**src/design/lcgrr_pkg.sv**
```systemverilog
// Package with the widths, generator constants and chain record of the ranged generator.
package lcgrr_pkg;

  localparam int unsigned DATA_W   = 32;
  localparam int unsigned SAMPLE_W = 16;
  localparam int unsigned NUM_CELLS = SAMPLE_W;
  localparam int unsigned PART_W   = SAMPLE_W + 1;

  localparam logic [DATA_W-1:0] LCG_MUL = 32'd214013;
  localparam logic [DATA_W-1:0] LCG_ADD = 32'd2531011;

  typedef struct packed {
    logic                valid;
    logic                err;
    logic [DATA_W-1:0]   lo;
    logic [DATA_W-1:0]   span;
    logic [SAMPLE_W-1:0] dividend;
    logic [SAMPLE_W-1:0] rem;
    logic [DATA_W-1:0]   state;
  } cell_t;

endpackage

```
**src/design/lcgrr_gen.sv**
```systemverilog
// Generator state, seed load and the entry stage that feeds the divider chain.
module lcgrr_gen (
  input  logic                         clk_i,
  input  logic                         rst_ni,
  input  logic                         en_i,
  input  logic                         req_valid_i,
  input  logic [lcgrr_pkg::DATA_W-1:0] range_low_i,
  input  logic [lcgrr_pkg::DATA_W-1:0] range_high_i,
  input  logic                         cfg_we_i,
  input  logic [lcgrr_pkg::DATA_W-1:0] cfg_data_i,
  output lcgrr_pkg::cell_t             cell_o
);

  logic [lcgrr_pkg::DATA_W-1:0] gen_state_q, gen_state_d;
  logic [lcgrr_pkg::DATA_W-1:0] state_next;
  logic [lcgrr_pkg::DATA_W-1:0] span;
  logic                         take;
  lcgrr_pkg::cell_t             cell_q, cell_d;

  assign state_next = gen_state_q * lcgrr_pkg::LCG_MUL + lcgrr_pkg::LCG_ADD;
  assign span       = range_high_i - range_low_i + {{(lcgrr_pkg::DATA_W-1){1'b0}}, 1'b1};
  assign take       = en_i && req_valid_i;

  always_comb begin
    gen_state_d = gen_state_q;
    if (cfg_we_i) begin
      gen_state_d = cfg_data_i;
    end else if (take) begin
      gen_state_d = state_next;
    end
  end

  always_comb begin
    cell_d.valid    = req_valid_i;
    cell_d.err      = (span == '0);
    cell_d.lo       = range_low_i;
    cell_d.span     = span;
    cell_d.dividend = state_next[lcgrr_pkg::DATA_W-1 -: lcgrr_pkg::SAMPLE_W];
    cell_d.rem      = '0;
    cell_d.state    = state_next;
  end

  always_ff @(posedge clk_i or negedge rst_ni) begin
    if (!rst_ni) begin
      gen_state_q <= '0;
      cell_q      <= '0;
    end else begin
      gen_state_q <= gen_state_d;
      if (en_i) begin
        cell_q <= cell_d;
      end
    end
  end

  assign cell_o = cell_q;

endmodule

```
**config.mk**
```make
export PLATFORM = sky130hd
export DESIGN_NAME = lcgrr_gen
export DESIGN_NICKNAME = d
export VERILOG_FILES = /design/src/design/lcgrr_pkg.sv /design/src/design/lcgrr_gen.sv
export SDC_FILE = /design/constraint.sdc
export NUM_CORES = 1
export LEC_CHECK = 0
export BUFFER_PORTS_ARGS = -buffer_cell sky130_fd_sc_hd__buf_2
export CAP_MARGIN = 30
export CORE_ASPECT_RATIO = 1.1
export CORE_MARGIN = 8
export CORE_UTILIZATION = 55
export CTS_BUF_LIST = sky130_fd_sc_hd__clkbuf_4
export DETAILED_ROUTE_END_ITERATION = 8
export PLACE_DENSITY_LB_ADDON = 0.05
export SYNTH_ARGS = -nofsm -noshare
export SYNTH_HDL_FRONTEND = slang
export SYNTH_SLANG_ARGS = --single-unit
```
**constraint.sdc**
```tcl
create_clock -name clk_i -period 5.92 [get_ports clk_i]
set_input_delay 0.592 -clock clk_i [delete_from_list [all_inputs] [get_ports clk_i]]
set_output_delay 0.592 -clock clk_i [all_outputs]
set_load 0.03 [all_outputs]
```
==> out/results.tsv <==
stage	metric	value	unit
layout	drive_gt1_frac	0.245	
global_route	grt_overflow_total	0	
place	place_congestion	0.917	
sta	slew_headroom	0.378	
critical_path	required	6420	ps
floorplan	coreArea	0.0279	sq mm
clocking	cts_buffer_depth	2	
floorplan	initial_core_util	0.560	
synthesis	async_reset_ff_frac	1.00	
critical_path	crit_chain	fa_2 > buf_4 > xor2_1 > ha_1 > a21oi_2 > fa_1 > inv_1 > fa_1 > inv_1 > fa_1 > fa_1 > inv_1 > ha_1 > a211o_1 > o311ai_2 > buf_4 > a31oi_2 > a22oi_1 > a21boi_1 > xor2_1 > mux2i_1 > o21ai_0	
layout	multiInputGateArea	0.0108	sq mm
clocking	clkTransAtPathRegs	130	ps
global_route	grt_use_total	0.252	
run	max_cap_viol_count	0	
critical_path	cp.arrival	6240	ps
synthesis	ys.flop_type	dfrtp_1	
layout	register_area	0.00326	sq mm
route	drtIter0Drc	637	
critical_path	timing.critical_path.buf_inv	5	
synthesis	synth-seq-cells	130	
route	routed_via_density	5.28	
global_route	grt_max_degree	78	
critical_path	critical_path.max_stage_delay	510	ps
critical_path	r2r_cells	22	
worst_hold_path	holdCritPathClass	primary input to async pin	
layout	nets	2364	
layout	area_growth	15.4	%
sta	clock.fmax	174	MHz
route	drc	0	
critical_path	cp_common_cell	fa_1	
route	ant_nets	0	
sta	setup_tns	0	ps
sta	rsz0062_at_grt	true	
clocking	clkLatencyLatePin	580	ps
critical_path	worst-path-stages	22	
route	dr.pass1.iters	5	
clocking	htree_levels	4	
critical_path	path_class	register to register	
critical_path	end_kind	register	
synthesis	synth-edff-count	0	
sta	fin_crit	5730	ps
clocking	root_buffer	clkbuf_4	
critical_path	crit_family	adder cells	
sta	fin_worst_skew	20.8	ps
clocking	hold_buffers	0	
floorplan	dieArea	0.0341	sq mm
global_route	grt_pass1_wl	67300	microns
route	routedWlPerCell	18.4	microns
layout	fillers	2394	
clocking	cts_tree	yes	
floorplan	die-width	177	microns
run_status	status	complete, no violations	
sta	finalSetupViolations	0	
synthesis	synth_area	0.0157	sq mm
critical_path	rrSetupSlack	190	ps
synthesis	yosysWarnings	0	
synthesis	seq_area_frac_synth	0.208	
place	port_buffers	214	
critical_path	start_kind	register	
floorplan	die_y	193	microns
floorplan	num_rows	64	
critical_path	slowest_stage	fa_1	
synthesis	synth.distinct_cells	76	
sta	worst_pin_slew	932	ps
global_route	antenna_found_initial	5	
clocking	cts_buffers	17	
route	dr_total_vias	11900	
sta	slew_violations	0	
clocking	clkSinkCount	130	
synthesis	avgSynthCellArea	9.72	sq um
place	dp_hpwl	35200	microns
layout	utilization	0.646	
sta	finalCritPeriodShare	0.969	
route	drt-total-wl	41400	microns
global_route	grt_pass1_vias	12900	
synthesis	syn-instance-count	1610	
floorplan	ios	231	
sta	hold_violations	0	
critical_path	crit_fanout	5	
==> stage by stage <==
| step | setup WS [ps] | area [sq um] | cells | hold slack (ps) |
|---|---|---|---|---|
| final | 185 | 18100 | 2255 | 31.4 |
| after global routing | -29.2 | 18100 | 2255 | 41.9 |
| after CTS | 17.9 | 17800 | 2250 | 19.3 |
| after detailed placement | -42.3 | 17500 | 2218 | 469 |
| after global placement | -4.97 | 17500 | 2218 | 461 |
| after floorplan | 134 | 15700 | 1625 | 296 |
==> synthesized netlist by cell type (14+ instances only) <==
master / count / area share
a21o_1: 31 / 0.015
a21oi_1: 54 / 0.017
a31oi_1: 14 / 0.0056
buf_4: 32 / 0.015
clkbuf_1: 23 / 0.0055
dfrtp_1: 130 / 0.21
fa_1: 184 / 0.24
ha_1: 201 / 0.16
inv_1: 407 / 0.098
mux2_2: 67 / 0.048
mux2i_1: 25 / 0.016
nand2_1: 71 / 0.017
nand3_1: 22 / 0.0070
nor2_1: 39 / 0.0094
nor3_1: 21 / 0.0067
o21ai_0: 72 / 0.023
xnor2_1: 47 / 0.026
xor2_1: 24 / 0.013
==> routing by layer <==
layer  track usage  wire (microns)  up-vias
met5             0              51        -
met4        0.0734             967        8
met3        0.0559            2170       62
met2         0.408           19800      277
met1         0.335           18400     5873
li1              -               -     5691
==> final cells by class <==
class,count,share of cell area
tap,363,0.0251
sequential,130,0.181
inverter,407,0.0846
antenna,1,0.000139
multi-input combinational,1026,0.596
timing repair buffer,296,0.0939
clock buffer,18,0.00748
clock inverter,14,0.0117
==> cell usage in the layout (no fill, tap or decap), drive strengths merged, types with 6 or more instances in the layout <==
cell	netlist	layout
nand4	6	6
o21ai	74	74
a211o	9	9
nand3	22	22
a21oi	54	54
xnor2	47	47
nor2	39	39
a31oi	14	14
o211ai	9	9
buf	38	296
a211oi	8	8
conb	1	16
mux2	67	67
xor2	24	24
or3	8	8
nand2	71	71
inv	407	408
nor3	21	21
ha	201	201
clkbuf	23	18
o21bai	7	7
fa	184	184
clkinv	0	7
o31ai	6	6
o21a	7	7
mux2i	25	25
dfrtp	130	130
a21o	32	32
==> kinds of logic (layout without fill, tap and decap cells) <==
group / after synthesis / in the layout / synth area share
buffers and inverters: 469 / 735 / 0.121
other: 1 / 17 / 0.000240
and+or+nand+nor: 209 / 209 / 0.0657
adders and majority gates: 385 / 385 / 0.396
muxes: 92 / 92 / 0.0642
AOI/OAI and AO/OA: 253 / 253 / 0.106
xor gates and xnor gates: 71 / 71 / 0.0397
DFF: 130 / 130 / 0.208
==> final timing paths <==
| check | start | to |
|---|---|---|
| worst min register to register | cell_o[66] | cell_o[66] |
| worst min-delay path | rst_ni | cell_o[69] |
| max in group asynchronous | rst_ni | cell_o[5] |
| worst max register to register | gen_state_q[5] | gen_state_q[23] |
| worst max-delay path | gen_state_q[5] | gen_state_q[23] |
| min in group clk_i | cfg_data_i[30] | gen_state_q[30] |
==> registers in the layout, indices dropped and copies added (netlist names) <==
signal	flops
cell_o	98
gen_state_q	32
==> worst register-to-register path, cell delays in order, from the launching register on <==
cell	delay, ps
dfrtp_2	480
fa_2	360
buf_4	170
xor2_1	170
ha_1	180
a21oi_2	50
fa_1	510
inv_1	60
fa_1	510
inv_1	60
fa_1	490
fa_1	500
inv_1	40
ha_1	300
a211o_1	360
o311ai_2	280
buf_4	190
a31oi_2	120
a22oi_1	200
a21boi_1	110
xor2_1	290
mux2i_1	110
o21ai_0	150
==> what timing repair did <==
action	4_1_cts	5_1_grt
resized for setup	5	55
buffers inserted	0	4
pin swaps	1	19
setup endpoints to repair	4	27
Power is left out: the tool's default activity adds up to more than one toggle a clock period on the data nets, which glitch-free logic cannot reach.
