--- src/design/lcgrr_pkg.sv ---
// Package with the widths, generator constants and chain record of the ranged generator.
package lcgrr_pkg;

  localparam int unsigned DATA_W   = 32;
  localparam int unsigned SAMPLE_W = 16;
  localparam int unsigned NUM_CELLS = SAMPLE_W;
  localparam int unsigned PART_W   = SAMPLE_W + 1;

  localparam logic [DATA_W-1:0] LCG_MUL = 32'd214013;
  localparam logic [DATA_W-1:0] LCG_ADD = 32'd2531011;

  typedef struct packed {
    logic                valid;
    logic                err;
    logic [DATA_W-1:0]   lo;
    logic [DATA_W-1:0]   span;
    logic [SAMPLE_W-1:0] dividend;
    logic [SAMPLE_W-1:0] rem;
    logic [DATA_W-1:0]   state;
  } cell_t;

endpackage

--- src/design/lcgrr_cell.sv ---
// One restoring division step that brings in the next sample bit and passes the record on.
module lcgrr_cell (
  input  logic             clk_i,
  input  logic             rst_ni,
  input  logic             en_i,
  input  lcgrr_pkg::cell_t cell_i,
  output lcgrr_pkg::cell_t cell_o
);

  logic [lcgrr_pkg::PART_W-1:0] partial;
  logic [lcgrr_pkg::DATA_W-1:0] partial_ext;
  logic [lcgrr_pkg::DATA_W-1:0] diff;
  logic                         fits;
  lcgrr_pkg::cell_t             cell_q, cell_d;

  assign partial     = {cell_i.rem, cell_i.dividend[lcgrr_pkg::SAMPLE_W-1]};
  assign partial_ext = {{(lcgrr_pkg::DATA_W-lcgrr_pkg::PART_W){1'b0}}, partial};
  assign diff        = partial_ext - cell_i.span;
  assign fits        = (partial_ext >= cell_i.span);

  always_comb begin
    cell_d          = cell_i;
    cell_d.dividend = {cell_i.dividend[lcgrr_pkg::SAMPLE_W-2:0], 1'b0};
    cell_d.rem      = fits ? diff[lcgrr_pkg::SAMPLE_W-1:0] : partial[lcgrr_pkg::SAMPLE_W-1:0];
  end

  always_ff @(posedge clk_i or negedge rst_ni) begin
    if (!rst_ni) begin
      cell_q <= '0;
    end else if (en_i) begin
      cell_q <= cell_d;
    end
  end

  assign cell_o = cell_q;

endmodule

--- config.mk ---
export PLATFORM = sky130hd
export DESIGN_NAME = lcgrr_cell
export DESIGN_NICKNAME = d
export VERILOG_FILES = /design/src/design/lcgrr_pkg.sv /design/src/design/lcgrr_cell.sv
export SDC_FILE = /design/constraint.sdc
export NUM_CORES = 1
export LEC_CHECK = 0
export BUFFER_PORTS_ARGS = -buffer_cell sky130_fd_sc_hd__buf_2
export CAP_MARGIN = 10
export CELL_PAD_IN_SITES_DETAIL_PLACEMENT = 2
export CELL_PAD_IN_SITES_GLOBAL_PLACEMENT = 2
export CORE_UTILIZATION = 27
export CTS_BUF_LIST = sky130_fd_sc_hd__clkbuf_8 sky130_fd_sc_hd__clkbuf_16
export CTS_CLUSTER_DIAMETER = 200
export DETAILED_ROUTE_END_ITERATION = 12
export PLACE_DENSITY = 0.79
export SLEW_MARGIN = 20
export SYNTH_ARGS = -nofsm -noshare
export SYNTH_HDL_FRONTEND = slang
export SYNTH_SLANG_ARGS = --single-unit
--- constraint.sdc ---
create_clock -name clk_i -period 0.8 [get_ports clk_i]
set_input_delay 0.16 -clock clk_i [delete_from_list [all_inputs] [get_ports clk_i]]
set_output_delay 0.16 -clock clk_i [all_outputs]
set_load 0.01 [all_outputs]
==> impl_metrics.env, run 1 <==
export IMPL_setup_viol=240
export IMPL_cp_startpoint="cell_i[94]"
export IMPL_vdd_ir_drop_max_mv=1.588
export IMPL_final_setup_skew_ps=0
export IMPL_powerDensity_nw_per_um2=1926
export IMPL_cts_tree="done"
export IMPL_syn_nets=614
export IMPL_via_count=6407
export IMPL_hold_path_startpoint="cell_i[74]"
export IMPL_fraction_of_final_layout_cells_with_drive_strength_greater_than_1=0.6176
export IMPL_final_critical_period_ps=1843
export IMPL_crit_path_start_kind="input port"
export IMPL_seq_area_frac_synth=0.5429
export IMPL_synth_enable_flop_cells=0
export IMPL_cp_data_arrival_time_ps=2140
export IMPL_synth_seq_cells=129
export IMPL_grtUsageTotal=0.2853
export IMPL_number_of_warnings_reported_in_the_yosys_synthesis_log=0
export IMPL_port_buffers=261
export IMPL_nFillCells=1986
export IMPL_min_path_type="in2reg"
export IMPL_setup_repair_after_global_routing_missed_its_margin="yes"
export IMPL_area_growth_synth_to_final_pct=95.71
export IMPL_timing_critical_path_required_ps=1100
export IMPL_place_detailed_hpwl_um=16700
export IMPL_ys_async_sr_fraction=1.000
export IMPL_clock_fmax_ghz=0.5425
export IMPL_drt_drc_violations_left=0
export IMPL_syn_area_um2=5946
export IMPL_status="finished, violations left"
export IMPL_finalNetCount=1124
export IMPL_routed_via_density=5.073
export IMPL_final_antenna_net_count=0
export IMPL_worstSetupEndpointType="flop"
export IMPL_timing_max_transition_violations_final=0
export IMPL_timing_final_ws_setup_ps=-1043
export IMPL_maxCapViolations=0
export IMPL_core_area_um2=21290
export IMPL_cts_sink_count=129
export IMPL_fp_row_count=53
export IMPL_initial_util=0.2793
export IMPL_cts_root_buffer_cell="clkbuf_16"
export IMPL_dieWidth_um=150.4
export IMPL_grt_max_degree=44
export IMPL_syn_avg_cell_area_um2=12.84
export IMPL_timing_reg2reg_worst_path_depth=3
export IMPL_period_share=2.304
export IMPL_grt_first_pass_wirelength_um=46290
export IMPL_overall_power_uw=22410
export IMPL_final_layout_worst_hold_slack_ps=13.42
export IMPL_regToRegStartpoint="cell_o[113]$_DFFE_PN0P_"
export IMPL_fin_util=0.5466
export IMPL_netlist_top_cells_area="dfrtp_1 (54%), mux2_2 (21%), ha_1 (3.6%)"
export IMPL_clock_tree_buffer_depth=2
export IMPL_dieHeight_um=150.4
export IMPL_postSynth_topFlopCell="dfrtp_1"
export IMPL_first_global_vias=7207
export IMPL_clkLatencyLatePin_ps=430
export IMPL_critical_path_start_end_classification="in2reg"
export IMPL_design_die_area_um2=22620
export IMPL_violated_checks="negative setup slack"
export IMPL_preCtsSetupSlack_ps=-1338
export IMPL_syn_inst=463
export IMPL_cts_buffers_inserted=17
export IMPL_netlist_top_cell_by_area="dfrtp_1"
export IMPL_place_gp_congestion=0.7838
export IMPL_synth_cell_types=49
export IMPL_largest_reg_flops=129
export IMPL_fin_tns_setup_ps=-69790
export IMPL_min_delay_path_depth=2
export IMPL_ctsHtreeMaxLevel=4
export IMPL_drtPass1Iterations=4
export IMPL_cts_clk_slew_worst_paths_ps=70
export IMPL_floorplan_io_pins=263
export IMPL_path_max_fanout=8
export IMPL_cellLeakagePower_uw=0.005682
export IMPL_wire_per_inst_um=30.35
export IMPL_report_final_hold_viol_count=0
export IMPL_globalRouteOverflowTotal=0
export IMPL_totalWireLength_um=38330
export IMPL_drtIter0Drc=371
export IMPL_post_synth_top_area_fraction=0.5429
export IMPL_antenna_violations_before_repair=2
## critical path, cell delays in order
cell and delay (ps):
buf_6 110, nor4_4 360, o2111ai_2 240, or4_4 500, a21oi_4 210, buf_8 210, mux2i_1 210, a21oi_1 140
## layout by cell type, fill, tap and decap left out, drive strengths merged, types with 7 or more instances in the layout
cell and count:
dlygate4sd3 100, clkbuf 17, mux2 114, a21oi 19
nand2 13, nor2 16, buf 413, inv 37
o21ai 7, nor3 7, ha 17, a21o 7
dfrtp 129
## layer usage
metal / up-vias / wire length [um] / share of wire / global-route usage
met3: 100 / 1897 / 0.049 / 0.06545
met2: 330 / 20200 / 0.53 / 0.5302
met5: - / 0 / 0 / 0
li1: 2660 / - / - / -
met4: 0 / 1831 / 0.048 / 0.1232
met1: 3317 / 14400 / 0.38 / 0.3061
## power breakdown
part | switching [uW] | internal (uW) | total [uW] | leakage [uW]
logic | 2950 | 3630 | 6570 | 0.00391
registers | 703 | 7170 | 7870 | 0.00151
clock network | 3900 | 4070 | 7970 | 0.000264
## layout make-up
class | count | area, um2 | area share
Clock inverter | 15 | 128.9 | 0.01108
Antenna cell | 2 | 5.005 | 0.0004301
Multi-Input combinational cell | 281 | 3133 | 0.2692
Timing Repair Buffer | 514 | 4234 | 0.3639
Tap cell | 275 | 344.1 | 0.02957
Sequential cell | 129 | 3228 | 0.2774
Clock buffer | 17 | 425.4 | 0.03656
Inverter | 30 | 137.6 | 0.01183
## logic make-up after synthesis
family                   share of synthesized area
flip-flops                                  0.5429
multiplexers                                0.2260
AO/OA/AOI/OAI                              0.08333
AND/OR/NAND/NOR                            0.05514
buffers and inverters                      0.03662
adder cells (fa/ha/maj)                    0.03914
XOR/XNOR                                   0.01620
other                                    0.0006307
## cell usage after synthesis, types with 3 or more instances
master and instances:
o22ai_1 5, a31o_1 4, xor2_1 6, nand2_1 13
nor2_1 16, nand3_1 5, a21oi_1 18, dfrtp_1 129
nor3_1 7, clkbuf_1 20, nand4_1 5, a31oi_1 3
nor4_2 3, xnor2_1 5, o31ai_1 3, nand2b_1 3
nor2b_1 3, mux2i_1 6, mux2_2 113, o21ai_0 5
ha_1 17, inv_1 30, a21o_1 7
## per-stage QoR
step / std cells / area [um2]
floorplan: 463 / 6479
global placement: 1055 / 8539
detailed placement: 1055 / 8539
CTS: 1229 / 10780
global route: 1263 / 11640
finish: 1263 / 11640
## path summary, 6_finish.rpt
check                                     endpoint  slack (ps)
setup / recovery            cell_o[37]$_DFFE_PN0P_       -1040
hold / removal              cell_o[74]$_DFFE_PN0P_          10
setup reg to reg           cell_o[113]$_DFFE_PN0P_        -280
hold reg to reg             cell_o[66]$_DFFE_PN0P_         510
max in group asynchronous   cell_o[61]$_DFFE_PN0P_         130
min in group asynchronous   cell_o[78]$_DFFE_PN0P_         150
## repair_timing
| action | CTS | global route |
|---|---|---|
| setup endpoints to repair | 149 | 221 |
| hold endpoints to repair | 228 | 2 |
| gates cloned | 1 | 0 |
| gates resized for setup | 73 | 130 |
| setup buffers | 42 | 47 |
| pin swaps | 5 | 10 |
| hold buffers | 99 | 2 |
(Power assumes the default switching activity.)
==> inputs of run 2 (changes only) <==
HOLD_SLACK_MARGIN = 0.15   (was not set)
==> run 2 against run 1 <==
The run still ends with negative setup slack left. First-iteration DRC count up 45%. Clock skew unchanged. Register-to-register slack worse by 70 ps. Global-route usage up 0.57 points. Non-clock buffer count up 7. Clock-buffer cell count unchanged. Power up 2.4%. Critical path depth up 2. Cell count up 1.1%. Largest cell class unchanged.
==> impl_metrics.env, run 2 (synthesized netlist as in run 1, its figures left out) <==
export IMPL_period_share=2.640
export IMPL_clkLatencyLatePin_ps=440
export IMPL_antenna_violations_before_repair=8
export IMPL_globalRouteOverflowTotal=0
export IMPL_largest_reg_flops=129
export IMPL_floorplan_io_pins=263
export IMPL_crit_path_start_kind="input port"
export IMPL_dieWidth_um=150.4
export IMPL_finalNetCount=1131
export IMPL_min_delay_path_depth=3
export IMPL_cts_root_buffer_cell="clkbuf_16"
export IMPL_final_antenna_net_count=0
export IMPL_critical_path_reg2reg_endpoint="cell_o[44]$_DFFE_PN0P_"
export IMPL_layout_commonest_cell="buf_2"
export IMPL_status="finished, violations left"
export IMPL_seqCellArea_um2=3228
export IMPL_timing_hold_worst_endpoint="cell_o[90]$_DFFE_PN0P_"
export IMPL_vdd_ir_drop_max_mv=1.405
export IMPL_fraction_of_final_layout_cells_with_drive_strength_greater_than_1=0.6073
export IMPL_maxCapViolations=0
export IMPL_routed_via_density=5.258
export IMPL_fp_row_count=53
export IMPL_timing_reg2reg_setup_slack_ps=-350
export IMPL_ctsHtreeMaxLevel=4
export IMPL_dp_cells=1055
export IMPL_preCtsSetupSlack_ps=-1338
export IMPL_timing_max_transition_violations_final=0
export IMPL_regToRegStartpoint="cell_o[44]$_DFFE_PN0P_"
export IMPL_core_area_um2=21290
export IMPL_place_gp_congestion=0.7838
export IMPL_hold_path_startpoint="cell_i[90]"
export IMPL_layout_cells_most_common_list="buf_2 (174), dfrtp_1 (129), buf_6 (128), dlygate4sd3_1 (105), buf_4 (99)"
export IMPL_place_detailed_hpwl_um=16700
export IMPL_initial_util=0.2793
export IMPL_multi_input_area_um2=3083
export IMPL_fin_tns_setup_ps=-75160
export IMPL_cp_data_arrival_time_ps=2440
export IMPL_cellLeakagePower_uw=0.005741
export IMPL_setup_viol=242
export IMPL_cts_clk_slew_worst_paths_ps=80
export IMPL_clock_tree_buffer_depth=2
export IMPL_fin_util=0.5504
export IMPL_totalWireLength_um=43380
export IMPL_final_setup_skew_ps=0
export IMPL_overall_power_uw=22950
export IMPL_clock_fmax_ghz=0.4735
export IMPL_nFillCells=1989
export IMPL_wire_per_inst_um=33.97
export IMPL_grt_max_degree=44
export IMPL_path_max_fanout=4
export IMPL_drt_drc_violations_left=0
export IMPL_via_count=6714
export IMPL_violated_checks="negative setup slack"
export IMPL_cts_tree="done"
export IMPL_cts_buffers_inserted=17
export IMPL_area_growth_synth_to_final_pct=97.05
export IMPL_setup_repair_after_global_routing_missed_its_margin="yes"
export IMPL_timing_critical_path_required_ps=1130
export IMPL_report_final_hold_viol_count=0
export IMPL_min_path_type="in2reg"
export IMPL_grtUsageTotal=0.2910
export IMPL_timing_reg2reg_worst_path_depth=4
export IMPL_drtIter0Drc=537
export IMPL_powerDensity_nw_per_um2=1959
export IMPL_worstSetupEndpointType="flop"
export IMPL_cts_sink_count=129
export IMPL_timing_final_ws_setup_ps=-1312
export IMPL_first_global_vias=7349
export IMPL_final_critical_period_ps=2112
export IMPL_drtPass1Iterations=7
export IMPL_port_buffers=261
export IMPL_final_instance_count_excl_fill=1277
export IMPL_dieHeight_um=150.4
export IMPL_critical_path_start_end_classification="in2reg"
export IMPL_design_die_area_um2=22620
export IMPL_grt_first_pass_wirelength_um=47110
-- run 2: cell count changes in the layout (fill, tap and decap cells not counted), sizes merged --
| cell | previous run | this run |
|---|---|---|
| dlygate4sd3 | 100 | 105 |
| buf | 413 | 410 |
| dlymetal6s4s | 1 | 6 |
| diode | 2 | 9 |
-- run 2: routing by layer --
layer | GRT usage | wire, um
met3 | 0.06545 | 2654
met2 | 0.5512 | 22560
met1 | 0.2969 | 15630
met5 | 0 | 13
met4 | 0.1455 | 2526
-- run 2: worst max-delay path by stage --
stage                           from                endpoint  slack, ps  depth (start not counted)
after detailed placement  cell_i[95]  cell_o[36]$_DFFE_PN0P_      -1340                          8
after CTS                 cell_i[95]  cell_o[37]$_DFFE_PN0P_       -800                          9
after global routing      cell_i[69]  cell_o[42]$_DFFE_PN0P_      -1270                         10
after global placement    cell_i[95]  cell_o[40]$_DFFE_PN0P_      -1240                          8
after floorplan           cell_i[77]  cell_o[35]$_DFFE_PN0P_       -950                         10
final                     cell_i[69]  cell_o[42]$_DFFE_PN0P_      -1310                         10
-- run 2: stage by stage --
step                cell area, um2  hold slack, ps
floorplan                     6479          -135.6
global placement              8539           48.65
detailed placement            8539           45.25
CTS                          10900          -17.77
global route                 11720           40.69
finish                       11720           48.27
-- run 2: cell type report --
| type | count | share of cell area |
|---|---|---|
| Timing Repair Buffer | 521 | 0.3710 |
| Sequential cell | 129 | 0.2755 |
| Multi-Input combinational cell | 281 | 0.2631 |
| Clock buffer | 17 | 0.03631 |
| Tap cell | 275 | 0.02937 |
| Inverter | 30 | 0.01175 |
| Clock inverter | 15 | 0.01100 |
| Antenna cell | 9 | 0.001922 |
-- run 2: timing repair --
item	4_1_cts	5_1_grt
hold buffers	111	1
hold endpoints to repair	248	7
resized for setup	73	136
pin swaps	5	12
cloned	1	0
buffers inserted	42	44
endpoints found under the setup margin	149	220
-- run 2: report_power, final --
group	internal, uW	switching [uW]
clock	4080	4190
sequential	7160	756
combinational	3640	3130
-- run 2: worst max-delay path, stage by stage --
cell      delay (ps)
buf_2            110
inv_1            220
ha_4             290
a211oi_2         290
o21bai_2         210
a211oi_4         360
buf_4            190
xnor2_1          160
mux2i_1          150
a21oi_1          290
